File: src/sv/rilx_pkg.sv
// Shared types, codes and constants of the radix integer lexer.
package rilx_pkg;

    localparam int CharW  = 21;
    localparam int CountW = 7;
    localparam int ValueW = 64;

    typedef enum logic {
        OP_START = 1'b0,
        OP_CHAR  = 1'b1
    } op_t;

    typedef enum logic [1:0] {
        RADIX_DEC  = 2'd0,
        RADIX_HEX  = 2'd1,
        RADIX_BIN  = 2'd2,
        RADIX_RSVD = 2'd3
    } radix_t;

    typedef enum logic [2:0] {
        ST_OK         = 3'd0,
        ST_SHORT      = 3'd1,
        ST_LEAD_SEP   = 3'd2,
        ST_DOUBLE_SEP = 3'd3,
        ST_NO_DIGIT   = 3'd4,
        ST_LIMIT      = 3'd5,
        ST_END        = 3'd6,
        ST_RSVD       = 3'd7
    } status_t;

    typedef enum logic [1:0] {
        CFG_SEP_CODE = 2'd0,
        CFG_MAX_DEC  = 2'd1,
        CFG_MAX_HEX  = 2'd2,
        CFG_MAX_BIN  = 2'd3
    } cfg_idx_t;

    localparam logic [CharW-1:0]  SepCodeReset = 21'd39;
    localparam logic [CountW-1:0] MaxDecReset  = 7'd19;
    localparam logic [CountW-1:0] MaxHexReset  = 7'd16;
    localparam logic [CountW-1:0] MaxBinReset  = 7'd64;

    // One input beat, unpacked.
    typedef struct packed {
        op_t               op;
        radix_t            radix;
        logic              negative;
        logic              sep_allowed;
        logic [CountW-1:0] fixed_digits;
        logic [CharW-1:0]  char_code;
        logic              end_of_data;
    } item_t;

    typedef struct packed {
        logic [CharW-1:0]  sep_code;
        logic [CountW-1:0] max_dec;
        logic [CountW-1:0] max_hex;
        logic [CountW-1:0] max_bin;
    } cfg_t;

    // Handoff from the digit stage to the result stage.
    typedef struct packed {
        logic              is_error;
        status_t           status;
        logic [ValueW-1:0] acc;
        logic [CountW-1:0] count;
        logic              negative;
        logic [CountW-1:0] fixed_digits;
        logic              consumed;
    } pend_t;

    typedef struct packed {
        logic [ValueW-1:0] value;
        logic [CountW-1:0] digits;
        status_t           status;
        logic              consumed;
    } result_t;

endpackage

File: src/sv/rilx_step.sv
// Digit stage: number state registers and per-character accumulate and check logic.
module rilx_step #(
    parameter int DIGIT_LIMIT = 64
) (
    input  logic             aclk,
    input  logic             aresetn,
    input  logic             fire,
    input  rilx_pkg::item_t  item,
    input  rilx_pkg::cfg_t   cfg,
    output logic             emit,
    output rilx_pkg::pend_t  pend
);
    import rilx_pkg::*;

    localparam logic [CountW-1:0] DigitCap = CountW'(DIGIT_LIMIT);

    logic [ValueW-1:0] acc_reg, acc_next;
    logic [CountW-1:0] cnt_reg, cnt_next;
    logic              sep_pend_reg, sep_pend_next;
    logic              active_reg, active_next;
    radix_t            radix_reg, radix_next;
    logic              neg_reg, neg_next;
    logic              sep_ok_reg, sep_ok_next;
    logic [CountW-1:0] fixed_reg, fixed_next;

    logic [4:0]        digit_raw;
    logic [4:0]        base;
    logic              is_digit;
    logic [CountW-1:0] lim_raw;
    logic [CountW-1:0] lim;
    logic [ValueW+4:0] prod;
    logic [ValueW+4:0] sum;
    logic              ovf;
    logic [CountW-1:0] cnt_inc;
    logic              is_sep;

    // Digit decode
    always_comb begin
        digit_raw = 5'd16;
        if (item.char_code >= 21'h30 && item.char_code <= 21'h39) begin
            digit_raw = 5'(item.char_code - 21'h30);
        end else if (item.char_code >= 21'h61 && item.char_code <= 21'h66) begin
            digit_raw = 5'(item.char_code - 21'h57);
        end else if (item.char_code >= 21'h41 && item.char_code <= 21'h46) begin
            digit_raw = 5'(item.char_code - 21'h37);
        end
        unique case (radix_reg)
            RADIX_HEX: begin base = 5'd16; lim_raw = cfg.max_hex; end
            RADIX_BIN: begin base = 5'd2;  lim_raw = cfg.max_bin; end
            default:   begin base = 5'd10; lim_raw = cfg.max_dec; end
        endcase
        is_digit = digit_raw < base;
        lim      = (lim_raw > DigitCap) ? DigitCap : lim_raw;
    end

    // Multiply by the base as shift and add; any carry past bit 63 is overflow
    always_comb begin
        unique case (radix_reg)
            RADIX_HEX: prod = {1'b0, acc_reg, 4'b0};
            RADIX_BIN: prod = {4'b0, acc_reg, 1'b0};
            default:   prod = {2'b0, acc_reg, 3'b0} + {4'b0, acc_reg, 1'b0};
        endcase
        sum     = prod + (ValueW+5)'(digit_raw[3:0]);
        ovf     = |sum[ValueW+4:ValueW];
        cnt_inc = cnt_reg + 7'd1;
        is_sep  = item.char_code == cfg.sep_code;
    end

    always_comb begin
        acc_next      = acc_reg;
        cnt_next      = cnt_reg;
        sep_pend_next = sep_pend_reg;
        active_next   = active_reg;
        radix_next    = radix_reg;
        neg_next      = neg_reg;
        sep_ok_next   = sep_ok_reg;
        fixed_next    = fixed_reg;
        emit          = 1'b0;
        pend.is_error     = 1'b1;
        pend.status       = ST_OK;
        pend.acc          = acc_reg;
        pend.count        = cnt_reg;
        pend.negative     = neg_reg;
        pend.fixed_digits = fixed_reg;
        pend.consumed     = 1'b0;

        if (item.op == OP_START) begin
            radix_next    = item.radix;
            neg_next      = item.negative;
            sep_ok_next   = item.sep_allowed;
            fixed_next    = item.fixed_digits;
            acc_next      = '0;
            cnt_next      = '0;
            sep_pend_next = 1'b0;
            active_next   = 1'b1;
        end else if (active_reg) begin
            if (item.end_of_data) begin
                emit = 1'b1;
                if (sep_pend_reg || cnt_reg == '0) begin
                    pend.status = ST_END;
                end else begin
                    pend.is_error = 1'b0;
                end
            end else if (sep_ok_reg && !sep_pend_reg && is_sep) begin
                if (cnt_reg == '0) begin
                    emit        = 1'b1;
                    pend.status = ST_LEAD_SEP;
                end else begin
                    sep_pend_next = 1'b1;
                end
            end else if (sep_pend_reg && is_sep) begin
                emit        = 1'b1;
                pend.status = ST_DOUBLE_SEP;
            end else if (sep_pend_reg && !is_digit) begin
                emit        = 1'b1;
                pend.status = ST_NO_DIGIT;
            end else if (!is_digit) begin
                // Non-digit ends the number and is left for the caller
                emit          = 1'b1;
                pend.is_error = 1'b0;
            end else if (cnt_reg >= lim || ovf) begin
                emit        = 1'b1;
                pend.status = ST_LIMIT;
            end else begin
                sep_pend_next = 1'b0;
                acc_next      = sum[ValueW-1:0];
                cnt_next      = cnt_inc;
                if (fixed_reg != '0 && cnt_inc >= fixed_reg) begin
                    emit          = 1'b1;
                    pend.is_error = 1'b0;
                    pend.acc      = sum[ValueW-1:0];
                    pend.count    = cnt_inc;
                    pend.consumed = 1'b1;
                end
            end
        end

        if (emit) begin
            active_next   = 1'b0;
            sep_pend_next = 1'b0;
        end
    end

    always_ff @(posedge aclk) begin
        if (!aresetn) begin
            acc_reg      <= '0;
            cnt_reg      <= '0;
            sep_pend_reg <= 1'b0;
            active_reg   <= 1'b0;
            radix_reg    <= RADIX_DEC;
            neg_reg      <= 1'b0;
            sep_ok_reg   <= 1'b0;
            fixed_reg    <= '0;
        end else if (fire) begin
            acc_reg      <= acc_next;
            cnt_reg      <= cnt_next;
            sep_pend_reg <= sep_pend_next;
            active_reg   <= active_next;
            radix_reg    <= radix_next;
            neg_reg      <= neg_next;
            sep_ok_reg   <= sep_ok_next;
            fixed_reg    <= fixed_next;
        end
    end

endmodule

File: src/sv/rilx_final.sv
// Result stage logic: fixed-count check, sign application and signed range check.
module rilx_final (
    input  rilx_pkg::pend_t   pend,
    output rilx_pkg::result_t res
);
    import rilx_pkg::*;

    logic neg_over;

    assign neg_over = pend.acc[ValueW-1] && (|pend.acc[ValueW-2:0]);

    always_comb begin
        res.digits   = pend.count;
        res.consumed = pend.consumed;
        res.value    = '0;
        res.status   = pend.status;
        if (!pend.is_error) begin
            if (pend.fixed_digits != '0 && pend.count < pend.fixed_digits) begin
                res.value  = '1;
                res.status = ST_SHORT;
            end else if (pend.negative) begin
                if (neg_over) begin
                    res.status = ST_LIMIT;
                end else begin
                    // Two's complement; the most negative value maps onto itself
                    res.value  = ValueW'(0) - pend.acc;
                    res.status = ST_OK;
                end
            end else if (pend.acc[ValueW-1]) begin
                res.status = ST_LIMIT;
            end else begin
                res.value  = pend.acc;
                res.status = ST_OK;
            end
        end
    end

endmodule

File: src/sv/radix_integer_lexer.sv
// Top level of the radix integer lexer: stream ports, config registers, pipeline control.
//
// Usage:
//   s_ channel: one beat is a start item (s_tuser[0] = 0) that opens a number with its
//   base, sign, separator permission and optional fixed digit count, or a character item
//   (s_tuser[0] = 1) carrying one code point, or end of data when s_tuser[1] is set.
//   m_ channel: one beat per finished number: signed value and digit count in m_tdata,
//   status and the char-consumed flag in m_tuser. A number that ends on a non-digit
//   leaves that character unconsumed; the caller re-presents it elsewhere.
//   cfg channel: write separator code and per-base digit limits while the block is idle;
//   cfg_ready is always high.
// Timing:
//   One beat per cycle in sustained flow while m_tready stays high. The input register
//   loads at the edge that accepts a beat, the digit stage (multiply by base as shift-add
//   and 64-bit overflow check) then loads its output register, and the result stage
//   (sign and range check) then loads the output register that drives m_.
// Reset:
//   aresetn low clears all pipeline valids and number state and restores the register
//   defaults (separator 39, digit limits 19/16/64).
// Stall:
//   When m_tready is low and a result is waiting, the output register holds; the stages
//   behind it fill and then s_tready drops. No beat is lost or repeated.
module radix_integer_lexer #(
    parameter int DIGIT_LIMIT = 64
) (
    input  logic        aclk,
    input  logic        aresetn,
    // Input stream
    input  logic        s_tvalid,
    output logic        s_tready,
    input  logic [31:0] s_tdata,   // radix_select[1:0], is_negative, separators_allowed,
                                   // fixed_digits[6:0], char_code[20:0]
    input  logic [1:0]  s_tuser,   // op, end_of_data
    // Result stream
    output logic        m_tvalid,
    input  logic        m_tready,
    output logic [71:0] m_tdata,   // number_value[63:0], digits_read[6:0], zero pad
    output logic [3:0]  m_tuser,   // status[2:0], char_consumed
    // Configuration writes
    input  logic        cfg_valid,
    output logic        cfg_ready,
    input  logic [1:0]  cfg_index,
    input  logic [20:0] cfg_data
);
    import rilx_pkg::*;

    cfg_t    cfg_reg;
    item_t   in_reg;
    logic    in_vld_reg;
    pend_t   fin_reg;
    logic    fin_vld_reg;
    result_t out_reg;
    logic    out_vld_reg;

    item_t   s_item;
    logic    out_free, fin_fire, fin_free, proc_fire;
    logic    emit;
    pend_t   pend;
    result_t res;

    // Unpack the input beat
    assign s_item.op           = op_t'(s_tuser[0]);
    assign s_item.end_of_data  = s_tuser[1];
    assign s_item.radix        = radix_t'(s_tdata[1:0]);
    assign s_item.negative     = s_tdata[2];
    assign s_item.sep_allowed  = s_tdata[3];
    assign s_item.fixed_digits = s_tdata[10:4];
    assign s_item.char_code    = s_tdata[31:11];

    // Ready chain: each stage advances when the one ahead is empty or draining
    assign out_free  = !out_vld_reg || m_tready;
    assign fin_fire  = fin_vld_reg && out_free;
    assign fin_free  = !fin_vld_reg || fin_fire;
    assign proc_fire = in_vld_reg && fin_free;
    assign s_tready  = !in_vld_reg || proc_fire;

    // Configuration registers
    assign cfg_ready = 1'b1;

    always_ff @(posedge aclk) begin
        if (!aresetn) begin
            cfg_reg.sep_code <= SepCodeReset;
            cfg_reg.max_dec  <= MaxDecReset;
            cfg_reg.max_hex  <= MaxHexReset;
            cfg_reg.max_bin  <= MaxBinReset;
        end else if (cfg_valid) begin
            unique case (cfg_idx_t'(cfg_index))
                CFG_SEP_CODE: cfg_reg.sep_code <= cfg_data;
                CFG_MAX_DEC:  cfg_reg.max_dec  <= cfg_data[CountW-1:0];
                CFG_MAX_HEX:  cfg_reg.max_hex  <= cfg_data[CountW-1:0];
                CFG_MAX_BIN:  cfg_reg.max_bin  <= cfg_data[CountW-1:0];
            endcase
        end
    end

    // Input register
    always_ff @(posedge aclk) begin
        if (!aresetn) begin
            in_vld_reg <= 1'b0;
        end else if (s_tready) begin
            in_vld_reg <= s_tvalid;
        end
    end

    always_ff @(posedge aclk) begin
        if (s_tready && s_tvalid) begin
            in_reg <= s_item;
        end
    end

    rilx_step #(
        .DIGIT_LIMIT(DIGIT_LIMIT)
    ) u_step (
        .aclk    (aclk),
        .aresetn (aresetn),
        .fire    (proc_fire),
        .item    (in_reg),
        .cfg     (cfg_reg),
        .emit    (emit),
        .pend    (pend)
    );

    // Digit stage output register: loaded only when the item ends a number
    always_ff @(posedge aclk) begin
        if (!aresetn) begin
            fin_vld_reg <= 1'b0;
        end else if (proc_fire && emit) begin
            fin_vld_reg <= 1'b1;
        end else if (fin_fire) begin
            fin_vld_reg <= 1'b0;
        end
    end

    always_ff @(posedge aclk) begin
        if (proc_fire && emit) begin
            fin_reg <= pend;
        end
    end

    rilx_final u_final (
        .pend (fin_reg),
        .res  (res)
    );

    // Output register
    always_ff @(posedge aclk) begin
        if (!aresetn) begin
            out_vld_reg <= 1'b0;
        end else if (out_free) begin
            out_vld_reg <= fin_vld_reg;
        end
    end

    always_ff @(posedge aclk) begin
        if (fin_fire) begin
            out_reg <= res;
        end
    end

    assign m_tvalid = out_vld_reg;
    assign m_tdata  = {1'b0, out_reg.digits, out_reg.value};
    assign m_tuser  = {out_reg.consumed, out_reg.status};

    // Backpressure reaches the input only when both later stages are full and stalled
    a_stall_chain: assert property (@(posedge aclk) disable iff (!aresetn)
        !s_tready |-> (fin_vld_reg && m_tvalid && !m_tready))
        else $error("input stalled without a full, stalled pipeline");

    // Error statuses carry a zero value
    a_err_zero: assert property (@(posedge aclk) disable iff (!aresetn)
        (m_tvalid && out_reg.status != ST_OK && out_reg.status != ST_SHORT)
        |-> out_reg.value == '0)
        else $error("error result with nonzero value");

    // A short fixed count reports minus one
    a_short_value: assert property (@(posedge aclk) disable iff (!aresetn)
        (m_tvalid && out_reg.status == ST_SHORT) |-> (&out_reg.value))
        else $error("short fixed count without value -1");

    // A consumed character is always a counted digit
    a_consumed_digit: assert property (@(posedge aclk) disable iff (!aresetn)
        (m_tvalid && out_reg.consumed) |-> (out_reg.digits != '0
        && out_reg.status != ST_SHORT))
        else $error("consumed flag on a result without a final digit");

endmodule
File: config.mk
export PLATFORM = sky130hd
export DESIGN_NAME = radix_integer_lexer
export DESIGN_NICKNAME = d
export VERILOG_FILES = /design/src/sv/rilx_pkg.sv /design/src/sv/rilx_step.sv /design/src/sv/rilx_final.sv /design/src/sv/radix_integer_lexer.sv
export SDC_FILE = /design/constraint.sdc
export NUM_CORES = 1
export LEC_CHECK = 0
export BUFFER_PORTS_ARGS = -buffer_cell sky130_fd_sc_hd__buf_2
export CAP_MARGIN = 30
export CORE_ASPECT_RATIO = 1.75
export CORE_MARGIN = 4
export CORE_UTILIZATION = 65
export DETAILED_ROUTE_END_ITERATION = 6
export PLACE_DENSITY = 0.9
export SLEW_MARGIN = 40
export SYNTH_ARGS = -nofsm -noshare
export SYNTH_HDL_FRONTEND = slang
export SYNTH_SLANG_ARGS = --single-unit
File: constraint.sdc
create_clock -name aclk -period 16.75 [get_ports aclk]
set_input_delay 4.1875 -clock aclk [delete_from_list [all_inputs] [get_ports aclk]]
set_output_delay 4.1875 -clock aclk [all_outputs]
set_load 0.01 [all_outputs]
* After elaboration in Yosys (flattened, before gate mapping) *
Cells that the tools add are included.

word-level totals
  memories kept = 0
  word-level logic and storage cells = 195
  input port bits = 62
  bits in latches = 0
  memory bits (read-only) = 0
  bits in writable memories = 0
  output and inout bits = 79
  register bits after elaboration = 322

cells by class
  mux-type cells = 79
  $lt $le $gt $ge = 11
  eq/ne operators = 21
  multipliers = 0
  divide/modulo/power cells = 0
  shifts and indexed selects = 0
  add/subtract/negate cells = 7
  reductions and logical operators = 41
  bitwise operators = 3

operators with widths
  operator                 count
  $mux W64                 11
  $mux W71                 8
  $pmux W69 S2             1
  $mux W74                 1
  $add A69 B4 Y69          1
  $add A67 B65 Y68         1
  $sub A1 B64 Y64 const A  1
  $mux W63                 1
  $mux W7                  9
  $reduce_or A63 Y1        1
  $ge A21 B7 Y1 const B    2
  $le A21 B7 Y1 const B    2
  $mux W1                  31
  $mux W3                  10
  $eq A21 B21 Y1           1
  $ge A21 B6 Y1 const B    1
  $le A21 B6 Y1 const B    1
  $reduce_and A8 Y1        2
  $mux W5                  3
  $sub A5 B5 Y5 const B    3
  $ge A7 B7 Y1             2
  $logic_and A1 B1 Y1      14
  $pmux W7 S2              1
  $reduce_and A2 Y1        7
  25 further kinds         47

* Longest topological paths before layout *
  word-level depth = 18
  depth in mapped cells = 28
  gate-level depth less buffers = 18

* Cells and area by module *
From an unflattened synthesis, not the netlist that was laid out.

unflattened totals
  cell total of the unflattened synthesis = 2475
  area total of the unflattened synthesis = 22567.9 um2

modules (own cells, without submodules)
  module               seq. area each (um2)  area an instance (um2)  instances  cells each
  rilx_step            1681.6                12379.4                 1          1690
  radix_integer_lexer  6696.4                7628.6                  1          383
  rilx_final           0.0                   2560.0                  1          402

* Worst setup path before layout *
Ideal clock, no wire load.

  path type = input port to flip-flop
  start point = in m_tready
  end point = reg fin_reg[0] (netlist name) (enable)
  buffers on the path = 0
  arrival = 10675 ps
  setup time = 651 ps
  required time = 16099 ps
  cell stages on the path = 4
  slack = 5424 ps
  cells stage by stage = nor2b_1 -> nand2_1 -> nand2_1 -> o31ai_1

on the way
  cells in the longest elaborated chain, start to end = 5

RTL lines
  what                  line                        text
  from (decl)           radix_integer_lexer.sv:36   input logic m_tready,
  $logic_or A1 B1 Y1    radix_integer_lexer.sv:71   assign out_free = !out_vld_reg || m_tready;
  $logic_and A1 B1 Y1   radix_integer_lexer.sv:72   assign fin_fire = fin_vld_reg && out_free;
  $logic_or A1 B1 Y1    radix_integer_lexer.sv:73   assign fin_free = !fin_vld_reg || fin_fire;
  $logic_and A1 B1 Y1   radix_integer_lexer.sv:74   assign proc_fire = in_vld_reg && fin_free;
  $logic_and A1 B1 Y1   radix_integer_lexer.sv:135  if (proc_fire && emit) begin
  to (signal assigned)  radix_integer_lexer.sv:136  fin_reg <= pend;
  to (decl)             radix_integer_lexer.sv:50   pend_t fin_reg;

Every way passes these cells.
A chain may end at the register's enable or synchronous reset.

* Worst setup path in the final report *
  start point = in m_tready
  end point = out s_tready

on the way
  cells in the longest elaborated chain, start to end = 5

RTL lines
  what                 line                       text
  $logic_or A1 B1 Y1   radix_integer_lexer.sv:71
  $logic_and A1 B1 Y1  radix_integer_lexer.sv:72
  $logic_or A1 B1 Y1   radix_integer_lexer.sv:73
  $logic_and A1 B1 Y1  radix_integer_lexer.sv:74
  $logic_or A1 B1 Y1   radix_integer_lexer.sv:75  assign s_tready = !in_vld_reg || proc_fire;
  to (decl)            radix_integer_lexer.sv:30  output logic s_tready,

Every way passes these cells.

==> results.yml <==
sta:
  max_freq_mhz: 108
  setup_ws_ps: 7490
  fin_setup_tns_ps: 0
  drv_slew: 0
  period_share_pct: 55.3
  rsz0062_at_grt: "false"
  final.setup_skew_ps: 38.4
  finalSetupViolations: 0
  fin_crit_ps: 9260
  hold_viol: 0
  worst_pin_slew_ps: 887
  maxSlewHeadroom_pct: 40.8
final_layout:
  final_nets: 2908
  final_area_mm2: 0.0250
  largest_reg_flops: 84
  instances_no_fill: 3236
  post-route-util_pct: 71.0
  drive_gt1_share_pct: 11.4
  syn2layout_area_growth_pct: 7.78
  antenna_cells: 0
detailed_routing:
  wire_per_inst_um: 25.3
  totalWireLength_um: 81900
  firstDrtPassIters: 7
  via_per_inst: 7.03
  route.vias.total: 22800
  drt_iter0_drc: 2471
  route.detailed.drc: 5
  final_antenna_net_count: 0
logic_synthesis:
  avgSynthCellArea_um2: 8.49
  synth.net_count: 2889
  ys_types: 92
  netlist_area_mm2: 0.0232
  synthTopCellsByCount: "425 x nand2_1, 274 x a21oi_1, 220 x nor2_1"
  ys_ff_latch: 322
  yosysTopAreaCell: "edfxtp_1"
  async_flop_share_pct: 0
  yosysSeqAreaShare_pct: 36.2
  synth_top_area_share_pct: 25.0
  yosysWarnings: 0
  synth-edff-count: 193
  yosysMostFrequentCell: "nand2_1"
  synthesis.instances: 2729
  ys.flop_type: "edfxtp_1"
  synthTopCellsByArea: "edfxtp_1 25%, dfxtp_1 11%, nand2_1 6.9%, a21oi_1 5.9%, ha_1 5.2%"
critical_path:
  cp.arrival_ps: 5080
  crit_path_start: "m_tready"
  crit_path_max_fanout: 5
  worstReg2RegEnd: "fin_reg[42]"
  start_kind: "primary input"
  crit_type: "in2out"
  critPathRequiredTime_ps: 12560
  r2r-start: "in_reg[20]"
  endpoint: "s_tready"
  reg2reg_slack_ps: 8590
  end_kind: "output port"
  reg2reg_depth: 19
cts:
  clk_pin_slew_ps: 70
  cts_max_level: 1
  ctsRootBufferMaster: "clkbuf_16"
  clock-sinks: 322
  cts_tree: "done"
  post-cts-setup-buffer-count: 0
  ctsHoldBuffers: 0
  cts_buffers: 29
  cts_buffer_depth: 3
  insertion_delay_ps: 610
  post_cts_resized: 0
power:
  powerDensity_mw_per_mm2: 67.5
  p_seq_share_pct: 51.1
  pwr-share-clk_pct: 41.5
  leakage_nw: 9.54
  p_int_w: 0.00128
  switching_share_pct: 24.1
  power.net_switching_w: 0.000406
  ir_drop_v: 0.0000967
  pwr-share-comb_pct: 7.4
placed_design:
  portBuffers: 138
  hpwl_um: 59000
  numPlacedInstances: 3179
  dp_slack_ps: 7490
  gp_congestion: 1.03
  dpl-instance-area_mm2: 0.0239
global_routing:
  antenna_found_initial: 0
  grt_util_all_layers_pct: 41.0
  grt-ovfl-total: 0
  grt_pass1_wl_um: 124000
  grt_pass1_vias: 22400
  grt_max_degree: 85
hold_path:
  min_from: "fin_reg[0]"
  hold_depth: 0
  hold_class: "reg2reg"
floorplanning:
  floorplan.initialDensity_pct: 65.8
  die_h_um: 258
  fp.dieW_um: 151
  die_area_mm2: 0.0388
  pin_count: 141
  core-area_mm2: 0.0352
  num_rows: 91
status:
  status: "finished with violations"
  violations: "DRC"
run:
  cap_violations: 0
-- layout by cell type (no fill, tap or decap), drive strengths merged, types with 8 or more instances in the layout --
cell | Yosys | layout
nand4b | 10 | 10
o31ai | 18 | 18
clkinv | 1 | 8
a221o | 27 | 27
dfxtp | 129 | 129
inv | 35 | 38
o21a | 18 | 18
a21oi | 277 | 277
or3 | 31 | 31
nor4 | 46 | 46
nand2b | 29 | 29
clkbuf | 103 | 42
o211ai | 20 | 20
mux2i | 102 | 102
nand3 | 58 | 58
xor2 | 67 | 67
or2 | 12 | 12
a22oi | 34 | 34
a221oi | 27 | 27
edfxtp | 193 | 193
a21o | 36 | 36
mux2 | 69 | 69
nor3b | 13 | 13
buf | 70 | 161
a31oi | 20 | 20
nand4 | 62 | 62
ha | 96 | 96
and4 | 9 | 9
nand2 | 425 | 425
and2 | 12 | 12
or4 | 19 | 19
o21ai | 150 | 150
a211oi | 17 | 17
nor3 | 91 | 91
nor2 | 220 | 220
nand3b | 12 | 12
and3 | 11 | 11
xnor2 | 54 | 54
-- per-layer routing --
| metal | up-vias | GRT usage [%] | wire, um |
|---|---|---|---|
| met2 | 1486 | 70.2 | 39700 |
| met3 | 528 | 7.09 | 6370 |
| met1 | 10500 | 41.5 | 25700 |
| met5 | - | 0 | 0 |
| met4 | 0 | 37.7 | 10100 |
| li1 | 10200 | - | - |
-- power groups by stage --
stage	sequential [W]	clock (W)	combinational (W)
detailed placement	0.000877	0	0.000116
floorplan	0.000874	0	0.0000791
global route	0.000862	0.000730	0.000133
CTS	0.000860	0.000698	0.000119
global placement	0.000876	0	0.000111
finish	0.000861	0.000698	0.000125
-- final cells by class --
class	count	area [um^2]
Multi-Input combinational cell	2198	14000
Fill cell	2555	10200
Sequential cell	322	8380
Timing Repair Buffer	161	890
Clock buffer	42	856
Tap cell	465	582
Clock inverter	12	135
Inverter	36	135
-- stage by stage --
step                      hold WS (ps)  power (W)
after floorplan                    400   0.000953
after global placement             412   0.000987
after detailed placement           410   0.000993
after CTS                          436    0.00168
after global routing               459    0.00172
final                              428    0.00168
-- kinds of logic after synthesis --
family	Yosys count	synth area share, %
AO/OA/AOI/OAI	728	20.0
XOR/XNOR	121	4.58
adder cells (fa/ha/maj)	98	5.36
buffers and inverters	209	3.97
flip-flops	322	36.2
multiplexers	171	7.76
other	2	0.0324
AND/OR/NAND/NOR	1078	22.1
-- worst max-delay path, stage by stage --
cell and delay (ps):
buf_2 100, nor2b_1 450, nand3_1 170, buf_2 170
-- how the worst min path moves through the flow --
stage,end
after floorplan,m_tuser[3]
after global placement,m_tuser[3]
after detailed placement,m_tuser[3]
after CTS,m_tuser[3]
after global routing,m_tuser[3]
final,m_tuser[3]
Power figures use the tool's default switching activity.
